--- src/rtl/pdf_pkg.sv ---
// ----------------------------------------------------------------------------
// pdf_pkg
// Shared types, codes and the CRC-16 byte update for the packet deframer.
// ----------------------------------------------------------------------------
package pdf_pkg;

   // Result status codes.
   localparam logic [1:0] STATUS_GOOD     = 2'd0;
   localparam logic [1:0] STATUS_CRC_BAD  = 2'd1;
   localparam logic [1:0] STATUS_TOO_LONG = 2'd2;

   // Framing constants.
   localparam logic [7:0]  SYNC_FIRST  = 8'hA5;
   localparam logic [7:0]  SYNC_SECOND = 8'h5A;
   localparam logic [15:0] CRC_INIT    = 16'hFFFF;
   localparam logic [15:0] CRC_POLY    = 16'h8408;

   // Width of a payload length (0 up to 64 bytes) and of a byte position.
   localparam int LEN_W = 7;
   localparam int IDX_W = 6;

   // Frame event handed from the parser to the result stage.
   typedef struct packed {
      logic             single;   // one result, built from status and length
      logic             burst;    // stream the stored payload
      logic [1:0]       status;
      logic [7:0]       command;
      logic [LEN_W-1:0] length;
   } pdf_event_type;

   // Reflected CRC-16 update over one byte, least significant bit first.
   function automatic logic [15:0] crc16_update(input logic [15:0] crc,
                                                input logic [7:0]  data);
      logic [15:0] c;
      c = crc ^ {8'h00, data};
      for (int k = 0; k < 8; k++) begin
         if (c[0]) begin
            c = (c >> 1) ^ CRC_POLY;
         end else begin
            c = c >> 1;
         end
      end
      return c;
   endfunction

endpackage

--- src/rtl/pdf_store.sv ---
// ----------------------------------------------------------------------------
// pdf_store
// Payload buffer: one write port and one read port with registered read data.
// ----------------------------------------------------------------------------
module pdf_store #(
   parameter int AW = 6
) (
   input  logic          clock,
   input  logic          wr_en,
   input  logic [AW-1:0] wr_addr,
   input  logic [7:0]    wr_data,
   input  logic          rd_en,
   input  logic [AW-1:0] rd_addr,
   output logic [7:0]    rd_data
);

   localparam int DEPTH = 1 << AW;

   logic [7:0] mem [DEPTH];
   logic [7:0] rd_data_ff;

   always_ff @(posedge clock) begin
      if (wr_en) begin
         mem[wr_addr] <= wr_data;
      end
   end

   always_ff @(posedge clock) begin
      if (rd_en) begin
         rd_data_ff <= mem[rd_addr];
      end
   end

   assign rd_data = rd_data_ff;

endmodule

--- src/rtl/pdf_parser.sv ---
// ----------------------------------------------------------------------------
// pdf_parser
// Frame parser: sync hunt, header, payload capture with running CRC, CRC check.
// ----------------------------------------------------------------------------
module pdf_parser
   import pdf_pkg::*;
#(
   parameter int MAX_PAYLOAD = 64,
   parameter int AW          = 6
) (
   input  logic          clock,
   input  logic          reset,
   input  logic          accept,
   input  logic [7:0]    rx_byte,
   output logic          wr_en,
   output logic [AW-1:0] wr_addr,
   output logic [7:0]    wr_data,
   output pdf_event_type evt
);

   typedef enum logic [2:0] {
      PH_SYNC1,
      PH_SYNC2,
      PH_CMD,
      PH_LEN_HI,
      PH_LEN_LO,
      PH_DATA,
      PH_CRC_HI,
      PH_CRC_LO
   } phase_type;

   phase_type        phase_ff, phase_in;
   logic [7:0]       command_ff, command_in;
   logic [7:0]       len_hi_ff, len_hi_in;
   logic [LEN_W-1:0] length_ff, length_in;
   logic [LEN_W-1:0] count_ff, count_in;
   logic [15:0]      crc_ff, crc_in;
   logic [7:0]       crc_hi_ff, crc_hi_in;

   logic [15:0]      declared;
   logic [LEN_W-1:0] count_inc;

   assign declared  = {len_hi_ff, rx_byte};
   assign count_inc = count_ff + LEN_W'(1);

   assign wr_en   = accept && (phase_ff == PH_DATA);
   assign wr_addr = count_ff[AW-1:0];
   assign wr_data = rx_byte;

   always_comb begin
      phase_in   = phase_ff;
      command_in = command_ff;
      len_hi_in  = len_hi_ff;
      length_in  = length_ff;
      count_in   = count_ff;
      crc_in     = crc_ff;
      crc_hi_in  = crc_hi_ff;
      evt        = '0;
      evt.command = command_ff;
      if (accept) begin
         case (phase_ff)
            PH_SYNC1: begin
               phase_in = (rx_byte == SYNC_FIRST) ? PH_SYNC2 : PH_SYNC1;
            end
            PH_SYNC2: begin
               phase_in = (rx_byte == SYNC_SECOND) ? PH_CMD : PH_SYNC1;
            end
            PH_CMD: begin
               command_in = rx_byte;
               phase_in   = PH_LEN_HI;
            end
            PH_LEN_HI: begin
               len_hi_in = rx_byte;
               phase_in  = PH_LEN_LO;
            end
            PH_LEN_LO: begin
               if (declared > 16'(MAX_PAYLOAD)) begin
                  evt.single = 1'b1;
                  evt.status = STATUS_TOO_LONG;
                  evt.length = '0;
                  phase_in   = PH_SYNC1;
               end else begin
                  length_in = LEN_W'(declared);
                  count_in  = '0;
                  crc_in    = CRC_INIT;
                  phase_in  = (declared == 16'd0) ? PH_CRC_HI : PH_DATA;
               end
            end
            PH_DATA: begin
               crc_in   = crc16_update(crc_ff, rx_byte);
               count_in = count_inc;
               if (count_inc >= length_ff) begin
                  phase_in = PH_CRC_HI;
               end
            end
            PH_CRC_HI: begin
               crc_hi_in = rx_byte;
               phase_in  = PH_CRC_LO;
            end
            PH_CRC_LO: begin
               evt.length = length_ff;
               if ({crc_hi_ff, rx_byte} != crc_ff) begin
                  evt.single = 1'b1;
                  evt.status = STATUS_CRC_BAD;
               end else if (length_ff == '0) begin
                  evt.single = 1'b1;
                  evt.status = STATUS_GOOD;
               end else begin
                  evt.burst  = 1'b1;
                  evt.status = STATUS_GOOD;
               end
               phase_in = PH_SYNC1;
            end
            default: begin
               phase_in = PH_SYNC1;
            end
         endcase
      end
   end

   always_ff @(posedge clock) begin
      if (reset) begin
         phase_ff   <= PH_SYNC1;
         command_ff <= '0;
         len_hi_ff  <= '0;
         length_ff  <= '0;
         count_ff   <= '0;
         crc_ff     <= CRC_INIT;
         crc_hi_ff  <= '0;
      end else begin
         phase_ff   <= phase_in;
         command_ff <= command_in;
         len_hi_ff  <= len_hi_in;
         length_ff  <= length_in;
         count_ff   <= count_in;
         crc_ff     <= crc_in;
         crc_hi_ff  <= crc_hi_in;
      end
   end

endmodule

--- src/rtl/pdf_emitter.sv ---
// ----------------------------------------------------------------------------
// pdf_emitter
// Result stage: output register, and the read sequencer that streams a good
// payload out of the store.
// ----------------------------------------------------------------------------
module pdf_emitter
   import pdf_pkg::*;
#(
   parameter int AW = 6
) (
   input  logic             clock,
   input  logic             reset,
   input  pdf_event_type    evt,
   output logic             rd_en,
   output logic [AW-1:0]    rd_addr,
   input  logic [7:0]       rd_data,
   output logic             in_stall,
   output logic             rsp_valid,
   input  logic             rsp_stall,
   output logic [1:0]       rsp_status,
   output logic [7:0]       rsp_command,
   output logic [LEN_W-1:0] rsp_payload_length,
   output logic [IDX_W-1:0] rsp_byte_index,
   output logic [7:0]       rsp_payload_byte,
   output logic             rsp_last
);

   logic             valid_ff, valid_in;
   logic [1:0]       status_ff, status_in;
   logic [7:0]       command_ff, command_in;
   logic [LEN_W-1:0] length_ff, length_in;
   logic [IDX_W-1:0] index_ff, index_in;
   logic [7:0]       byte_ff, byte_in;
   logic             last_ff, last_in;

   logic             emitting_ff, emitting_in;
   logic [7:0]       burst_cmd_ff, burst_cmd_in;
   logic [LEN_W-1:0] burst_len_ff, burst_len_in;
   logic [LEN_W-1:0] issue_cnt_ff, issue_cnt_in;
   logic             pend_ff, pend_in;
   logic [IDX_W-1:0] pend_idx_ff, pend_idx_in;

   logic out_free;
   logic move;
   logic issue;
   logic move_last;

   assign out_free  = !valid_ff || !rsp_stall;
   assign move      = pend_ff && out_free;
   assign issue     = emitting_ff && (issue_cnt_ff != burst_len_ff) && (!pend_ff || move);
   assign move_last = (LEN_W'(pend_idx_ff) + LEN_W'(1)) == burst_len_ff;

   assign rd_en    = issue;
   assign rd_addr  = issue_cnt_ff[AW-1:0];
   assign in_stall = emitting_ff || (valid_ff && rsp_stall);

   always_comb begin
      valid_in     = valid_ff && rsp_stall;
      status_in    = status_ff;
      command_in   = command_ff;
      length_in    = length_ff;
      index_in     = index_ff;
      byte_in      = byte_ff;
      last_in      = last_ff;
      emitting_in  = emitting_ff;
      burst_cmd_in = burst_cmd_ff;
      burst_len_in = burst_len_ff;
      issue_cnt_in = issue_cnt_ff;
      pend_in      = pend_ff;
      pend_idx_in  = pend_idx_ff;

      if (evt.single) begin
         valid_in   = 1'b1;
         status_in  = evt.status;
         command_in = evt.command;
         length_in  = evt.length;
         index_in   = '0;
         byte_in    = '0;
         last_in    = 1'b1;
      end

      if (evt.burst) begin
         emitting_in  = 1'b1;
         burst_cmd_in = evt.command;
         burst_len_in = evt.length;
         issue_cnt_in = '0;
         pend_in      = 1'b0;
      end

      if (move) begin
         valid_in   = 1'b1;
         status_in  = STATUS_GOOD;
         command_in = burst_cmd_ff;
         length_in  = burst_len_ff;
         index_in   = pend_idx_ff;
         byte_in    = rd_data;
         last_in    = move_last;
         pend_in    = 1'b0;
         if (move_last) begin
            emitting_in = 1'b0;
         end
      end

      if (issue) begin
         pend_in      = 1'b1;
         pend_idx_in  = issue_cnt_ff[IDX_W-1:0];
         issue_cnt_in = issue_cnt_ff + LEN_W'(1);
      end
   end

   always_ff @(posedge clock) begin
      if (reset) begin
         valid_ff    <= 1'b0;
         emitting_ff <= 1'b0;
         pend_ff     <= 1'b0;
      end else begin
         valid_ff    <= valid_in;
         emitting_ff <= emitting_in;
         pend_ff     <= pend_in;
      end
   end

   always_ff @(posedge clock) begin
      status_ff    <= status_in;
      command_ff   <= command_in;
      length_ff    <= length_in;
      index_ff     <= index_in;
      byte_ff      <= byte_in;
      last_ff      <= last_in;
      burst_cmd_ff <= burst_cmd_in;
      burst_len_ff <= burst_len_in;
      issue_cnt_ff <= issue_cnt_in;
      pend_idx_ff  <= pend_idx_in;
   end

   assign rsp_valid          = valid_ff;
   assign rsp_status         = status_ff;
   assign rsp_command        = command_ff;
   assign rsp_payload_length = length_ff;
   assign rsp_byte_index     = index_ff;
   assign rsp_payload_byte   = byte_ff;
   assign rsp_last           = last_ff;

endmodule

--- src/rtl/packet_deframer_crc16_check_unit.sv ---
// ----------------------------------------------------------------------------
// packet_deframer_crc16_check_unit
// Sync A5 5A deframer with big-endian length and reflected CRC-16 check.
// ----------------------------------------------------------------------------
// Timing: a single result (too long, CRC mismatch, empty good packet) is
// offered in the cycle after its byte is transferred. A good packet's first
// byte passes the burst flag, the store read and the output register; after it
// comes one byte per cycle while the sink keeps taking them.
// Throughput: one input byte per cycle; input stalls for a payload burst and
// for a stalled result. Reset clears parser and result control, not the store.
module packet_deframer_crc16_check_unit
   import pdf_pkg::*;
#(
   parameter int MAX_PAYLOAD = 64
) (
   input  logic             clock,
   input  logic             reset,
   input  logic             req_valid,
   output logic             req_stall,
   input  logic [7:0]       req_rx_byte,
   output logic             rsp_valid,
   input  logic             rsp_stall,
   output logic [1:0]       rsp_status,
   output logic [7:0]       rsp_command,
   output logic [LEN_W-1:0] rsp_payload_length,
   output logic [IDX_W-1:0] rsp_byte_index,
   output logic [7:0]       rsp_payload_byte,
   output logic             rsp_last
);

   // The payload buffer holds up to MAX_PAYLOAD bytes; its address is at least
   // one bit wide so that a one-byte buffer still has a legal index.
   localparam int AW = (MAX_PAYLOAD > 1) ? $clog2(MAX_PAYLOAD) : 1;

   logic          accept;
   logic          wr_en;
   logic [AW-1:0] wr_addr;
   logic [7:0]    wr_data;
   logic          rd_en;
   logic [AW-1:0] rd_addr;
   logic [7:0]    rd_data;
   pdf_event_type evt;

   // A byte transfer happens whenever the source offers one and we do not
   // stall. We stall while a good payload is being streamed out of the store,
   // and while the output register holds a result that the sink has not taken.
   // This also keeps reads and writes of the store from ever overlapping.
   assign accept = req_valid && !req_stall;

   // The parser walks the frame one byte per transfer, writes payload bytes
   // into the store and keeps the running CRC. It raises one event per frame
   // outcome.
   pdf_parser #(
      .MAX_PAYLOAD (MAX_PAYLOAD),
      .AW          (AW)
   ) u_parser (
      .clock   (clock),
      .reset   (reset),
      .accept  (accept),
      .rx_byte (req_rx_byte),
      .wr_en   (wr_en),
      .wr_addr (wr_addr),
      .wr_data (wr_data),
      .evt     (evt)
   );

   // Payload store with registered read data.
   pdf_store #(
      .AW (AW)
   ) u_store (
      .clock   (clock),
      .wr_en   (wr_en),
      .wr_addr (wr_addr),
      .wr_data (wr_data),
      .rd_en   (rd_en),
      .rd_addr (rd_addr),
      .rd_data (rd_data)
   );

   // The emitter owns the output register. For a good packet it reads the
   // store ahead by one entry and holds the fetched byte while the sink stalls.
   pdf_emitter #(
      .AW (AW)
   ) u_emitter (
      .clock              (clock),
      .reset              (reset),
      .evt                (evt),
      .rd_en              (rd_en),
      .rd_addr            (rd_addr),
      .rd_data            (rd_data),
      .in_stall           (req_stall),
      .rsp_valid          (rsp_valid),
      .rsp_stall          (rsp_stall),
      .rsp_status         (rsp_status),
      .rsp_command        (rsp_command),
      .rsp_payload_length (rsp_payload_length),
      .rsp_byte_index     (rsp_byte_index),
      .rsp_payload_byte   (rsp_payload_byte),
      .rsp_last           (rsp_last)
   );

endmodule

--- config.mk ---
export PLATFORM = sky130hd
export DESIGN_NAME = packet_deframer_crc16_check_unit
export DESIGN_NICKNAME = d
export VERILOG_FILES = /design/src/rtl/pdf_pkg.sv /design/src/rtl/pdf_store.sv /design/src/rtl/pdf_parser.sv /design/src/rtl/pdf_emitter.sv /design/src/rtl/packet_deframer_crc16_check_unit.sv
export SDC_FILE = /design/constraint.sdc
export NUM_CORES = 1
export LEC_CHECK = 0
export BUFFER_PORTS_ARGS = -buffer_cell sky130_fd_sc_hd__buf_4
export CAP_MARGIN = 15
export CORE_MARGIN = 3
export CORE_UTILIZATION = 56
export CTS_CLUSTER_DIAMETER = 120
export DETAILED_ROUTE_END_ITERATION = 8
export GPL_TIMING_DRIVEN = 0
export PLACE_DENSITY_LB_ADDON = 0.25
export SLEW_MARGIN = 0
export SYNTH_ARGS = -nofsm -noshare
export SYNTH_HDL_FRONTEND = slang
export SYNTH_HIERARCHICAL = 1
export SYNTH_SLANG_ARGS = --single-unit
export TNS_END_PERCENT = 1
--- constraint.sdc ---
create_clock -name clock -period 4.9 [get_ports clock]
set_clock_uncertainty 0.2 [all_clocks]
set_input_delay 0 -clock clock [delete_from_list [all_inputs] [get_ports clock]]
set_output_delay 0 -clock clock [all_outputs]
set_load 0.02 [all_outputs]
---- Word level (Yosys, flattened, before mapping) ----
Memory sizes are Yosys's and may differ from the RTL's. A register that Yosys moved wholly into a read port is not among the register bits.
Cells that the tools add are included.
word-level totals
  register bits ........................... 120
  memories ................................ 1
  input port bits ......................... 12
  output and inout port bits .............. 34
  word-level logic and storage cells ...... 143
  bits in writable memories ............... 512
cells by class
  eq/ne operators ......................... 14
  magnitude comparators ................... 2
  add/subtract/negate cells ............... 3
  bitwise gates (word level) .............. 10
  reductions and logical operators ........ 26
  multiplexer cells ....................... 67
memories
  name         depth  width  read ports  clocked after Yosys merged registers in  write ports  RTL line         RTL
  u_store.mem  64     8      1           1                                        1            pdf_store.sv:19  logic [7:0] mem [DEPTH];
operators with widths
  cell                                                                    count
  16-bit two-way mux                                                      23
  7-bit two-way mux                                                       7
  8-bit two-way mux                                                       4
  16-bit case mux with 2 select lines                                     1
  2-bit NOT with 3-bit output                                             8
  3-bit case mux with 8 select lines                                      1
  1-bit two-way mux                                                       20
  16-bit by 7-bit > comparator with 1-bit output (second input constant)  1
  16-bit logical NOT                                                      1
  16-bit != test                                                          1
  16-bit by 8-bit XOR with 16-bit output                                  1
  7-bit by 1-bit adder with 7-bit output (second input constant)          2
  7-bit case mux with 2 select lines                                      1
  3-bit equality test (second input constant)                             4
  6-bit two-way mux                                                       2
  8-bit by 7-bit equality test with 1-bit output (second input constant)  1
  8-bit equality test (second input constant)                             1
  2-bit AND reduction                                                     4
  6-bit by 1-bit adder with 7-bit output (second input constant)          1
  7-bit equality test                                                     1
  7-bit >= comparator                                                     1
  7-bit logical NOT                                                       1
  7-bit != test                                                           1
  3-bit by 2-bit equality test with 1-bit output (second input constant)  2
  15 further kinds                                                        32

---- Logic depth before layout (Yosys ltp) ----
Gate-level depths: netlist of the first run.
  word-level depth ........................ 32
  depth in mapped cells ................... 10
  gate-level depth less buffers ........... 9

---- Modules after synthesis ----
Netlist of the first run, hierarchy kept.
by module, submodules not included
  module                            cells an instance  sequential area each (µm²)  times used  area each (µm²)
  pdf_store                         940                15615.0                     1           20246.9
  pdf_parser                        390                1141.1                      1           3099.2
  pdf_emitter                       185                1841.8                      1           2746.4
  packet_deframer_crc16_check_unit  1                  0.0                         1           13.8

---- Worst setup path before layout of the first run ----
Ideal clock, no wire load.
  kind .................................... reg-to-reg
  start ................................... reg u_parser.crc_ff[2]
  end ..................................... reg u_emitter.emitting_ff
  slack ................................... 1927 ps
  setup time .............................. 79 ps
  arrival time ............................ 2694 ps
  data required time ...................... 4621 ps
  buffers on the path ..................... 0
  stages on the path, launching flop included .. 9
  clock period less this slack ............ 2973 ps
  cells stage by stage .................... dfxtp_1 > xnor2_1 > nand4_1 > nor4_1 > o41ai_1 > nor2_1 > nor2_1 > or4_1 > o211ai_1
RTL lines
  what                      RTL line            RTL
  start: declaration        pdf_parser.sv:37    logic [15:0] crc_ff, crc_in;
  start signal: assignment  pdf_parser.sv:136   crc_ff <= crc_in;
  end signal: assignment    pdf_emitter.sv:118  emitting_ff <= emitting_in;
  end: declaration          pdf_emitter.sv:36   logic emitting_ff, emitting_in;

---- Worst setup path in the final report of the first run ----
  start ................................... reg u_emitter.valid_ff (netlist: u_emitter/rsp_valid)
  end ..................................... mem u_store.mem[6][2], enable pin
on the way
  cells in the longest elaborated chain, start to end .. 7
RTL lines
  what                                     RTL line                                RTL
  start: declaration                       pdf_emitter.sv:28                       logic valid_ff, valid_in;
  start signal: assignment                 pdf_emitter.sv:117                      valid_ff <= valid_in;
  1-bit logical AND                        pdf_emitter.sv:55                       assign in_stall = emitting_ff || (valid_ff && rsp_stall);
  1-bit logical OR                         pdf_emitter.sv:55
  1-bit logical NOT                        packet_deframer_crc16_check_unit.sv:48  assign accept = req_valid && !req_stall;
  1-bit logical AND                        packet_deframer_crc16_check_unit.sv:48
  named net accept                         packet_deframer_crc16_check_unit.sv:35  logic accept;
  1-bit logical AND                        pdf_parser.sv:46                        assign wr_en = accept && (phase_ff == PH_DATA);
  named net wr_en                          packet_deframer_crc16_check_unit.sv:36  logic wr_en;
  1-bit two-way mux                        pdf_store.sv:23                         if (wr_en) begin
  1-bit two-way mux (implied by the code)  pdf_store.sv:24                         mem[wr_addr] <= wr_data;
  end: declaration                         pdf_store.sv:19
The timed path passes the listed nets, and every way through them passes these cells.

==> results of run 1 <==
-- cells by family (layout without fill, tap and decap cells) --
family                   after synthesis  after routing  synth area share, %
AO/OA/AOI/OAI                        151            151                 3.94
XOR/XNOR                              56             56                 1.88
adder cells (fa/ha/maj)               10             10                0.479
buffers and inverters                112            276                 2.46
flip-flops                           640            640                 71.2
multiplexers                         186            186                 13.3
AND/OR/NAND/NOR                      361            361                 6.70
-- cell type report --
type                    instances  area share [%]
inverters                      13           0.167
flip-flops and latches        640            63.8
well taps                     600            2.57
repair buffers                 54            1.49
clock buffers                  71            5.36
clock inverters                39            1.07
plain buffers                  99            2.03
multi-input cells             764            23.5
-- worst register-to-register path, delay by kind of cell, from the launching register on --
family	cells	cell delay, ns
flip-flops	1	0.34
buffers and inverters	1	0.24
AND/OR/NAND/NOR	7	2.81
-- metal layers --
metal | wire length [µm] | share of wire [%] | track usage (%)
met5 | 0 | 0 | 0
met4 | 2150 | 3.5 | 9.00
met3 | 6050 | 9.8 | 4.22
met1 | 24600 | 40 | 37.1
met2 | 28800 | 47 | 39.1
-- cells in the final DEF, fill, tap and decap left out, types with 5 or more instances in the layout --
cell type / instances
edfxtp_1: 578
nor2_1: 138
mux4_2: 126
nand2_1: 80
buf_4: 72
dfxtp_1: 62
clkbuf_16: 61
a21oi_1: 50
clkbuf_1: 45
xnor2_1: 45
mux2i_1: 32
mux2_2: 28
nand3_1: 26
buf_2: 20
clkinv_1: 18
a211oi_1: 17
nor2b_1: 16
and2_1: 15
dlygate4sd3_1: 14
nand2b_1: 14
nor4_1: 13
clkinv_2: 12
nand4_1: 12
inv_1: 12
xor2_1: 11
nor3_1: 11
a221oi_1: 10
ha_1: 10
o22ai_1: 9
o21ai_0: 9
nand3b_1: 8
a31oi_1: 8
o221ai_1: 8
bufinv_16: 5
buf_6: 5
-- through the flow --
| step | setup slack (ns) | utilization (%) | cells | area (µm²) |
|---|---|---|---|---|
| 4_1_cts | 1.07 | 63.8 | 2278 | 29200 |
| 6_report | 0.939 | 63.9 | 2280 | 29200 |
| 3_5_place_dp | 1.09 | 59.4 | 2154 | 27100 |
| 3_3_place_gp | 0.869 | 59.4 | 2154 | 27100 |
| 2_1_floorplan | 1.93 | - | 1516 | 26100 |
| 5_1_grt | 0.861 | 63.9 | 2280 | 29200 |
-- sequential cells by signal, summed over array words and instances (netlist names), 7 cells and up --
signal                        cells
u_store/mem                     512
u_parser/crc_ff                  16
u_emitter/burst_cmd_ff            8
u_emitter/rsp_command             8
u_emitter/rsp_payload_byte        8
u_parser/command_ff               8
u_parser/crc_hi_ff                8
u_parser/len_hi_ff                8
u_store/rd_data                   8
u_emitter/burst_len_ff            7
u_emitter/issue_cnt_ff            7
u_emitter/rsp_payload_length      7
u_parser/count_ff                 7
u_parser/length_ff                7
-- what timing repair did --
item	in CTS	in global routing
hold buffers	14	0
buffers inserted	0	0
hold endpoints to repair	599	0
-- power by group through the flow --
stage	Sequential, mW	Combinational [mW]	Clock (mW)
after floorplan	6.05	0.0989	0
after CTS	5.94	0.173	4.53
after global placement	6.06	0.156	0
after detailed placement	6.06	0.162	0
final	5.94	0.174	4.45
after global routing	5.94	0.188	4.74
-- worst min path at each step --
stage,startpoint,endpoint,slack (ns)
after floorplan,reset,u_emitter/pend_ff,-0.13
after global placement,reset,u_emitter/rsp_valid,0.05
after detailed placement,reset,u_emitter/pend_ff,0.04
after CTS,req_rx_byte[1],u_parser/command_ff[1],0.02
after global routing,req_rx_byte[1],u_parser/command_ff[1],0.07
final,rsp_stall,u_emitter/rsp_valid,0.06
==> reports/metrics.cfg, run 1 <==
[status]
status=complete, no violations

[yosys]
yosysMostFrequentCell=edfxtp_1
synth_fp_nets=1538
ys_ff_latch=640
synth_cells=1516
synth_edf_count=578
yosysTopAreaCell=edfxtp_1
yosys-top-cells-area=edfxtp_1 66%, mux4_2 11%, dfxtp_1 4.8%
synth_top_area_share_pct=66.5
synth_common_cells=578 x edfxtp_1, 139 x nor2_1, 126 x mux4_2
ys.flop_type=edfxtp_1
synth-async-reset-ratio_pct=0
syn_area_per_cell_um2=17.2
ys_seq_area_share_pct=71.2
yosysWarnings=6
syn_area_mm2=0.0261
ys_types=68

[job]
maxCapViolCount=0

[power]
power_frac_clock_pct=42.1
switching_share_pct=19.5
power_frac_seq_pct=56.2
power_switching_mw=2.06
p_per_area_mw_per_mm2=362
p_total_mw=10.6
power_leakage_nw=9.44
combPwrFrac_pct=1.6
ir_drop_v=0.000271
p_int_mw=8.50

[sta]
finalCritPeriodShare_pct=80.8
slew_headroom_pct=30.1
drv_slew=0
rsz0062_at_grt=no
finalHoldViolCount=0
max_clock_freq_ghz=0.252
setup_violations=0
hold_slack_ns=0.0609
layout_min_cycle_time_ns=3.96
fin_setup_tns_ns=0
tightest_slew_ns=1.05

[worst_setup_path]
cp.required_ns=4.94
critPathKind=flip-flop to flip-flop
rr_startpoint=u_emitter/rsp_valid
critical-path-top-delay-family=simple AND/OR/NAND/NOR gates
r2r_cells=8
startpoint=u_emitter/rsp_valid
worstReg2RegEnd=u_store/mem[6][2]
path_max_fanout=10
crit_chain=nand2_1 > nand2b_1 > nor2b_4 > inv_1 > nor2_1 > nor2b_1 > nand3_1 > nor2_1
cp-end-kind=flip-flop
cp_slowest_cell=nor2_1
worst-path-stages=8
critPathMostFrequentCell=nor2_1
startpoint_type=flip-flop
crit_buf_inv=1
critPathCapture=u_store/mem[6][2]
slowest_delay_ns=0.86
r2r_setup_slack_ns=0.94
critical_path_arrival_ns=4.00

[floorplanning]
coreArea_mm2=0.0457
start_util_pct=57.2
die_area_mm2=0.0492
die_w_um=222
num_rows=78
pin_count=46
die_h_um=222

[hold_path]
whs_path_depth=4
hold_class=input port to flip-flop

[global_routing]
grtUsageTotal_pct=25.3
grt_pass1_wl_mm=92.9
grt_max_degree=65
grt_pass1_vias=14400
antenna_found_initial=1
grt_overflow_total=0

[cells_and_area]
syn2layout_area_growth_pct=11.7
nFillCells=3134
antenna-diode-count=0
final_nets=1654
layout-drive-gt1-share_pct=21.4
register_area_mm2=0.0186
multi_input_area_mm2=0.00687

[clock_tree]
root_buffer=clkbuf_16
cts_inserted_buffers=60
cts_buffer_depth=3
path_clk_slew_ns=0.06
cts_tree=yes
cts_sinks=640
cts_resized=0
htree_num_levels=2
clk_latency_ns=0.62

[routing]
ant_nets=0
drtPass1Iterations=5
drt_wl_total_mm=61.5
route.detailed.wl_per_inst_um=27.0
drcViolationCount=0
vias=14500
viasPerCell=6.38
drt_iter0_markers=2031

[placement]
portBuffers=38
dp_hpwl_mm=39.6
place.gp.congestion=0.902

Power figures use the tool's default switching activity.
==> run 2: changes to the inputs <==
--- a/config.mk
+++ b/config.mk
@@ -5,6 +5,7 @@
 export SDC_FILE = /design/constraint.sdc
 export NUM_CORES = 1
 export LEC_CHECK = 0
+export ABC_AREA = 1
 export BUFFER_PORTS_ARGS = -buffer_cell sky130_fd_sc_hd__buf_4
 export CAP_MARGIN = 15
 export CORE_MARGIN = 3
==> constraint.sdc (replaced) <==
create_clock -name clock -period 3.7 [get_ports clock]
set_clock_uncertainty 0.2 [all_clocks]
set_input_delay 0 -clock clock [delete_from_list [all_inputs] [get_ports clock]]
set_output_delay 0 -clock clock [all_outputs]
set_load 0.02 [all_outputs]
==> reports/metrics.cfg, run 2 <==
[yosys]
ys_ff_latch=640
synth_top_area_share_pct=62.9
yosys-top-cells-area=edfxtp_1 63%, nand2_1 12%, nand3_1 8.7%
yosysWarnings=6
ys.flop_type=edfxtp_1
synth-async-reset-ratio_pct=0
syn_area_per_cell_um2=10.7
yosysMostFrequentCell=nand2_1
synth_cells=2591
synth_fp_nets=2613
synth_common_cells=858 x nand2_1, 578 x edfxtp_1, 479 x nand3_1
syn_area_mm2=0.0276
ys_seq_area_share_pct=67.3
yosysTopAreaCell=edfxtp_1
synth_edf_count=578
ys_types=44

[worst_setup_path]
critical_path_arrival_ns=3.99
cp-end-kind=flip-flop
slowest_delay_ns=0.88
cp.required_ns=3.72
crit_buf_inv=3
path_max_fanout=9
cp_slowest_cell=nand4_1
startpoint_type=flip-flop
crit_chain=nand2_1 > inv_1 > or2_2 > nor2_2 > inv_1 > nor2_1 > clkbuf_1 > nand4_1 > nor2_2
critPathKind=flip-flop to flip-flop
critical-path-top-delay-family=simple AND/OR/NAND/NOR gates

[placement]
dp_hpwl_mm=51.4
place.gp.congestion=1.02
postPlaceCellArea_mm2=0.0289
place_ws_ns=-0.490
portBuffers=42

[cells_and_area]
final_common_cell=nand2_1
final_nets=2758
largest-register=u_store/mem
antenna-diode-count=0
fin_area_mm2=0.0315
largest_reg_flops=512
reg_top3=u_store/mem: 512 flops, u_parser/crc_ff: 16 flops
layout-drive-gt1-share_pct=12.9
final_cell_mix=858 x nand2_1, 578 x edfxtp_1, 479 x nand3_1
syn2layout_area_growth_pct=13.9

[global_routing]
grtUsageTotal_pct=29.5
grt_pass1_wl_mm=117
grt_overflow_total=0
antenna_found_initial=0
grt_max_degree=65
grt_pass1_vias=19900

[clock_tree]
path_clk_slew_ns=0.06
cts_inserted_buffers=67
cts_sinks=640
cts_tree=yes
cts_buffer_depth=3
htree_num_levels=3
root_buffer=clkbuf_16
clk_latency_ns=0.60

[power]
p_per_area_mw_per_mm2=480
ir_drop_v=0.000421
power_leakage_nw=11.9
p_total_mw=15.1

[hold_path]
hold_class=input port to flip-flop

[routing]
drt_wl_total_mm=77.1
vias=20100
viasPerCell=5.84
ant_nets=0
drt_iter0_markers=2489
route.detailed.wl_per_inst_um=22.4
drcViolationCount=0
drtPass1Iterations=9

[sta]
max_clock_freq_ghz=0.252
layout_min_cycle_time_ns=3.97
drv_slew=0
setup_violations=112
slew_headroom_pct=28.9
tightest_slew_ns=1.06
rsz0062_at_grt=yes
setup_ws_ns=-0.273
finalHoldViolCount=0
finalCritPeriodShare_pct=107

[floorplanning]
num_rows=80
pin_count=46
start_util_pct=57.2
die_w_um=228
die_area_mm2=0.0520
die_h_um=228
coreArea_mm2=0.0482

[status]
violations=setup timing
status=finished, violations left

[job]
maxCapViolCount=0

[run 2: cell types whose count changed after synthesis, sizes merged, moves of 50 or more]
cell and change:
nand2 +780, nand3 +454, mux4 -126, inv +87
buf +72, nor2 +50
[run 2: power by group]
group	internal (mW)	switching (mW)	leakage, nW
registers	7.90	0.0262	5.68
logic	0.119	0.315	5.17
clock network	4.04	2.72	1.09
[run 2: final timing paths]
check             slack [ns]              startpoint  depth (start not counted)                         to
setup / recovery       -0.27     u_emitter/rsp_valid                          9         u_store/mem[30][7]
hold / removal          0.08          req_rx_byte[2]                          4      u_parser/length_ff[2]
setup reg to reg       -0.27     u_emitter/rsp_valid                          9         u_store/mem[30][7]
hold reg to reg         0.26  u_parser/command_ff[7]                          0  u_emitter/burst_cmd_ff[7]
[run 2: worst register-to-register path, stage by stage, from the launching register on]
cell      delay, ns
dfxtp_1        0.32
nand2_1        0.07
inv_1          0.08
or2_2          0.31
nor2_2         0.23
inv_1          0.15
nor2_1         0.21
clkbuf_1       0.32
nand4_1        0.88
nor2_2         0.84
[run 2: timing repair]
item,4_1_cts,5_1_grt
buffers inserted,2,1
endpoints found under the hold margin,340,0
setup endpoints to repair,333,373
resized for setup,31,13
pin swaps,1,1
hold buffers,22,0
[run 2: cell families after synthesis]
| group | synth area share (%) |
|---|---|
| XOR/XNOR | 0.725 |
| buffers and inverters | 5.47 |
| flip-flops | 67.3 |
| AND/OR/NAND/NOR | 24.2 |
| AO/OA/AOI/OAI | 1.69 |
| adder cells (fa/ha/maj) | 0.453 |
| multiplexers | 0.0815 |
[run 2: cell type report]
class	instances	area [µm²]
Sequential cell	640	18600
Fill cell	3723	16800
Multi-Input combinational cell	1694	7680
Clock buffer	92	1990
Buffer	157	1130
Tap cell	656	821
Timing Repair Buffer	76	626
Inverter	100	383
Clock inverter	26	229
[run 2: routing by layer]
layer	wire length [µm]	GRT usage [%]
met1	29400	39.1
met2	37200	48.5
met3	7560	5.16
met4	2990	12.3
met5	0	0
[run 2: through the flow]
stage / utilization (%) / std cells / hold slack, ns / setup TNS (ns)
after floorplan: - / 2591 / -0.138 / 0
after global routing: 65.2 / 3441 / 0.0765 / -47.48
after detailed placement: 59.8 / 3298 / 0.0100 / -71.33
after CTS: 65.1 / 3440 / 0.0443 / -26.27
final: 65.2 / 3441 / 0.0785 / -20.01
after global placement: 59.6 / 3289 / 0.0133 / -88.10
